--- config.mk ---
export PLATFORM = sky130hd
export DESIGN_NAME = stable_duplicate_filter_top
export DESIGN_NICKNAME = d
export VERILOG_FILES = /design/src/rtl/sdf_pkg.sv /design/src/rtl/sdf_cell.sv /design/src/rtl/sdf_chain.sv /design/src/rtl/stable_duplicate_filter_top.sv
export SDC_FILE = /design/constraint.sdc
export NUM_CORES = 2
export LEC_CHECK = 0
export BUFFER_PORTS_ARGS = -buffer_cell sky130_fd_sc_hd__buf_2
export CAP_MARGIN = 25
export CELL_PAD_IN_SITES_DETAIL_PLACEMENT = 1
export CELL_PAD_IN_SITES_GLOBAL_PLACEMENT = 2
export CORE_AREA = 4 4 581 583
export CTS_CLUSTER_DIAMETER = 40
export CTS_CLUSTER_SIZE = 14
export DETAILED_ROUTE_END_ITERATION = 6
export DIE_AREA = 0 0 585 587
export GPL_TIMING_DRIVEN = 0
export PLACE_DENSITY = 0.73
export SYNTH_ARGS = -nofsm -noshare
export SYNTH_HDL_FRONTEND = slang
export SYNTH_SLANG_ARGS = --single-unit
--- constraint.sdc ---
create_clock -name clk -period 5.71 [get_ports clk]
set_input_delay 0.8565 -clock clk [delete_from_list [all_inputs] [get_ports clk]]
set_output_delay 0.8565 -clock clk [all_outputs]
set_load 0.02 [all_outputs]
--- src/rtl/sdf_pkg.sv ---
// Package for the stable duplicate filter: sizes and the item record
// that moves from cell to cell along the compare chain. No dependencies.
`timescale 1ns / 1ps
`default_nettype none

package sdf_pkg;

  localparam int TABLE_DEPTH = 64;
  localparam int VALUE_W     = 32;
  // internal count reaches TABLE_DEPTH; the reported count is 7 bits wide
  localparam int CNT_W       = $clog2(TABLE_DEPTH + 1);
  localparam int OUT_CNT_W   = 7;

  typedef struct packed {
    logic                      vld;
    logic signed [VALUE_W-1:0] value;
    logic                      last;
    logic                      found;  // matched an entry or claimed a cell
    logic                      kept;   // claimed a cell
    logic [CNT_W-1:0]          cnt;    // occupied cells seen so far
  } sdf_item_t;

endpackage

`default_nettype wire

--- src/rtl/sdf_cell.sv ---
// One cell of the compare chain: holds one table entry and its occupied
// flag, checks the passing item against it. Depends on sdf_pkg.
`timescale 1ns / 1ps
`default_nettype none

module sdf_cell
  import sdf_pkg::*;
(
  input  wire logic      clk,
  input  wire logic      rst_n,
  input  wire sdf_item_t i_item,
  output sdf_item_t      o_item
);

  logic                      occ_r;
  logic                      occ_nxt;
  logic signed [VALUE_W-1:0] entry_r;
  sdf_item_t                 item_r;
  sdf_item_t                 item_nxt;
  logic                      match;
  logic                      claim;

  // occupied cells always form a prefix, so the first free cell is the append slot
  assign match = i_item.vld & occ_r & (entry_r == i_item.value);
  assign claim = i_item.vld & ~occ_r & ~i_item.found;

  always_comb begin
    item_nxt       = i_item;
    item_nxt.found = i_item.found | match | claim;
    item_nxt.kept  = i_item.kept | claim;
    item_nxt.cnt   = i_item.cnt + CNT_W'(occ_r | claim);
  end

  always_comb begin
    occ_nxt = occ_r;
    if (i_item.vld && i_item.last) begin
      // end of set: the next set's items trail this one and see a free cell
      occ_nxt = 1'b0;
    end else if (claim) begin
      occ_nxt = 1'b1;
    end
  end

  always_ff @(posedge clk) begin
    if (!rst_n) begin
      occ_r      <= 1'b0;
      item_r.vld <= 1'b0;
    end else begin
      occ_r      <= occ_nxt;
      item_r.vld <= i_item.vld;
    end
  end

  always_ff @(posedge clk) begin
    if (claim) begin
      entry_r <= i_item.value;
    end
    item_r.value <= item_nxt.value;
    item_r.last  <= item_nxt.last;
    item_r.found <= item_nxt.found;
    item_r.kept  <= item_nxt.kept;
    item_r.cnt   <= item_nxt.cnt;
  end

  assign o_item = item_r;

endmodule

`default_nettype wire

--- src/rtl/sdf_chain.sv ---
// Row of TABLE_DEPTH compare cells; each item moves one cell per cycle.
// Depends on sdf_pkg and sdf_cell.
`timescale 1ns / 1ps
`default_nettype none

module sdf_chain
  import sdf_pkg::*;
(
  input  wire logic      clk,
  input  wire logic      rst_n,
  input  wire sdf_item_t i_item,
  output sdf_item_t      o_item
);

  sdf_item_t link [0:TABLE_DEPTH];

  assign link[0] = i_item;

  for (genvar g = 0; g < TABLE_DEPTH; g++) begin : g_cell
    sdf_cell u_cell (
      .clk    (clk),
      .rst_n  (rst_n),
      .i_item (link[g]),
      .o_item (link[g+1])
    );
  end

  assign o_item = link[TABLE_DEPTH];

endmodule

`default_nettype wire

--- src/rtl/stable_duplicate_filter_top.sv ---
// Each item passes through all TABLE_DEPTH (64) registered cells of the chain.
// Throughput: one item per cycle while busy is low; busy is high in reset
// and until the first clock edge with rst_n high. Items of later sets may
// follow directly behind an item with in_last set.
// Reset: synchronous, active low; empties the table and drops in-flight items.
// Depends on sdf_pkg and sdf_chain.
`timescale 1ns / 1ps
`default_nettype none

module stable_duplicate_filter_top
  import sdf_pkg::*;
(
  input  wire logic                      clk,
  input  wire logic                      rst_n,
  input  wire logic                      start,
  output      logic                      busy,
  input  wire logic signed [VALUE_W-1:0] in_value,
  input  wire logic                      in_last,
  output      logic                      out_valid,
  output      logic signed [VALUE_W-1:0] out_value_out,
  output      logic                      out_kept,
  output      logic [OUT_CNT_W-1:0]      out_distinct_count,
  output      logic                      out_overflow,
  output      logic                      out_last_out
);

  localparam int WIDE_W = (CNT_W > OUT_CNT_W) ? CNT_W : OUT_CNT_W;
  localparam logic [WIDE_W-1:0] CNT_MAX = WIDE_W'((1 << OUT_CNT_W) - 1);
  localparam logic [WIDE_W-1:0] DEPTH_W = WIDE_W'(TABLE_DEPTH);
  localparam logic [OUT_CNT_W-1:0] FULL_SHOWN =
    (TABLE_DEPTH > (1 << OUT_CNT_W) - 1) ? OUT_CNT_W'((1 << OUT_CNT_W) - 1)
                                         : OUT_CNT_W'(TABLE_DEPTH);

  logic            busy_r;
  sdf_item_t       in_item;
  sdf_item_t       res_item;
  logic [WIDE_W-1:0] cnt_wide;

  always_ff @(posedge clk) begin
    if (!rst_n) begin
      busy_r <= 1'b1;
    end else begin
      busy_r <= 1'b0;
    end
  end

  assign busy = busy_r;

  always_comb begin
    in_item       = '0;
    in_item.vld   = start & ~busy_r;
    in_item.value = in_value;
    in_item.last  = in_last;
  end

  sdf_chain u_chain (
    .clk    (clk),
    .rst_n  (rst_n),
    .i_item (in_item),
    .o_item (res_item)
  );

  assign cnt_wide = WIDE_W'(res_item.cnt);

  assign out_valid          = res_item.vld;
  assign out_value_out      = res_item.value;
  assign out_kept           = res_item.kept;
  assign out_overflow       = ~res_item.found;
  assign out_last_out       = res_item.last;
  assign out_distinct_count = (cnt_wide > CNT_MAX) ? CNT_MAX[OUT_CNT_W-1:0]
                                                   : cnt_wide[OUT_CNT_W-1:0];

  a_kept_xor_ovf: assert property (@(posedge clk) disable iff (!rst_n)
    out_valid |-> !(out_kept && out_overflow))
    else $error("kept and overflow both set");

  a_ovf_when_full: assert property (@(posedge clk) disable iff (!rst_n)
    (out_valid && out_overflow) |-> (out_distinct_count == FULL_SHOWN))
    else $error("overflow reported with table not full");

  a_kept_count: assert property (@(posedge clk) disable iff (!rst_n)
    (out_valid && out_kept) |-> (out_distinct_count != '0))
    else $error("kept item with zero count");

  a_latency: assert property (@(posedge clk) disable iff (!rst_n)
    (start && !busy) |-> ##TABLE_DEPTH out_valid)
    else $error("result missing after chain latency");

  a_count_bound: assert property (@(posedge clk) disable iff (!rst_n)
    out_valid |-> (cnt_wide <= DEPTH_W))
    else $error("count beyond table depth");

endmodule

`default_nettype wire

==> results.ini <==
[clock_tree]
ctsResizeCount = 0
root_buffer = clkbuf_16
numCtsBuffers = 540
cts.clk_slew.worst_paths_ps = 60
cts.path.max_buffers = 4
cts_num_sinks = 4844
insertion_delay_ps = 980
cts_tree = built
htree_levels = 6

[timing]
rsz0062_at_grt = no
timing.setup.tns_ps = 0
post-route-period-util_pct = 42.0
maxSlewHeadroom_pct = 25.0
finalClockSkew_ps = 47.4
drv_slew = 0
hold_viol = 0
finalSetupViolCount = 0
max_freq_ghz = 0.417
worst_pin_slew_ps = 1110
post-route-min-period_ps = 2400

[drt]
first_pass_iters = 5
wirelength_um = 248000
route.met2.wl_um = 117000
antenna_left = 0
routedWlPerCell_um = 17.0
dr_wl_met3_um = 8780
drc = 0
highest_layer = met4
drt_iter0_drc = 2793
m1WireLength_um = 117000
vias = 68600
viasPerCell = 4.71

[global_route]
grt_max_degree = 34
grt_overflow = 0
antenna_found_initial = 10
grt_pass1_vias = 74300
grt_pass1_wl_um = 406000
grt_usage_pct = 14.3

[layout]
synthToLayoutAreaGrowth_pct = 17.5
multi_input_area_mm2 = 0.0314
layout_common_cells = 2796 x dfxtp_1, 2226 x xnor2_1, 2048 x edfxtp_1
final_common_cell = dfxtp_1
final_net_count = 9884
drive_above_1_share_pct = 11.5
regArea_mm2 = 0.117
nFillCells = 30600

[floorplanning]
io-pin-count = 80
start_util_pct = 44.8
die_h_um = 587
design.core.area_mm2 = 0.333
chipWidth_um = 585
die_area_mm2 = 0.343
row_count = 212

[setup_path]
r2r_end = u_chain.g_cell[58].u_cell.o_item[8]
rr_worst_depth = 5
start_kind = register
critPathRequiredTime_ps = 4850
cp_max_fo = 1
crit_end = out_value_out[20]
reg2reg_from = u_chain.g_cell[58].u_cell.entry_r[1]
r2r_slack_ps = 3430
critPathArrivalTime_ps = 1540
startpoint = u_chain.g_cell[63].u_cell.o_item[30]
crit_type = register to output port
end_kind = output port

[place]
place_hpwl_um = 166000
port_buffers = 78
place_congestion = 0.712

[synthesis]
synth_nets = 9189
synth_top_area_share_pct = 41.3
seq_area_frac_synth_pct = 78.9
synth-seq-cells = 4844
netlist_instances = 9028
netlist_area_mm2 = 0.149
yosysWarnings = 0
synth_top_cells_by_area = edfxtp_1 41%, dfxtp_1 38%, xnor2_1 13%
synth_largest_area_cell = edfxtp_1
avgSynthCellArea_um2 = 16.5
netlist-cell-type-count = 22

[job]
maxCapViolCount = 0

[power_and_ir_drop]
ir_worst_vdd_mv = 0.274
leakagePower_nw = 60.6
p_per_area_mw_per_mm2 = 420
fin_total_pwr_mw = 73.5

[hold_path]
hold_class = primary input to register

[status]
status = completed

==> what timing repair did <==
item,in CTS,in global routing
hold endpoints to repair,42,0
buffers inserted,0,0
hold buffers,33,0
==> synthesized netlist by cell type (all sizes together) <==
cell    count
xor2      117
nand4     509
dfxtp    2796
nor3        1
nand2     215
xnor2    2226
or2        63
nor4      130
and3      135
nand3     197
a31oi      63
and2       63
inv        65
nand2b     65
clkbuf     20
nor2      155
ha        125
buf        33
nor2b       1
edfxtp   2048
o22ai       1
==> how the worst min path moves through the flow <==
stage	to	cells after the start	start	slack, ps
floorplan	u_chain.g_cell[15].u_cell.o_item[9]	0	u_chain.g_cell[14].u_cell.o_item[9]	330
global placement	u_chain.g_cell[33].u_cell.o_item[9]	0	u_chain.g_cell[32].u_cell.o_item[9]	340
detailed placement	u_chain.g_cell[60].u_cell.o_item[9]	0	u_chain.g_cell[59].u_cell.o_item[9]	340
CTS	u_chain.g_cell[0].u_cell.o_item[42]	3	start	140
global route	u_chain.g_cell[0].u_cell.o_item[42]	3	start	230
finish	u_chain.g_cell[0].u_cell.o_item[42]	3	start	270
==> power by group <==
part / switching [mW] / internal [mW] / total [mW]
logic: 0.372 / 0.529 / 0.901
clock network: 13.9 / 21.1 / 35.0
registers: 0.742 / 36.9 / 37.6
==> routing by layer <==
metal  vias to the layer above  GRT usage [%]
met2                       759           23.2
met1                     34400           20.0
met5                         -              0
li1                      33100              -
met4                         0           3.89
met3                       405           2.58
==> sequential cells by signal, indices dropped and copies added (netlist names) <==
signal,cells
u_chain.g_cell.u_cell.occ_r,64
busy,1
u_chain.g_cell.u_cell.o_item,2731
u_chain.g_cell.u_cell.entry_r,2048
==> worst max-delay path: stages, from the launching register on <==
cell and delay [ps]:
dfxtp_1 310, buf_4 120, buf_2 150
==> per-stage QoR <==
stage	cells	area, µm²	setup slack [ps]	util, %	hold WS (ps)
floorplan	9028	149000	2960	-	331
global placement	13500	155000	2160	46.5	340
detailed placement	13500	156000	3300	46.8	341
CTS	14500	175000	3170	52.5	142
global route	14600	175000	3170	52.6	230
finish	14600	175000	3310	52.6	270
==> cells by family after synthesis <==
family / synth area share, %
DFF: 78.9
AOI/OAI and AO/OA: 0.269
adders and majority gates: 1.05
buffers and inverters: 0.379
xor gates and xnor gates: 13.8
and+or+nand+nor: 5.66
==> area by class of cell <==
cell class,instances,area share (%)
sequential,4844,67.1
multi-input combinational,4066,17.9
clock buffer,687,8.48
tap,4387,3.14
clock inverter,309,2.13
timing repair buffer,153,0.896
buffer,53,0.184
inverter,65,0.139
antenna,2,0.00286
Power figures use the tool's default switching activity.
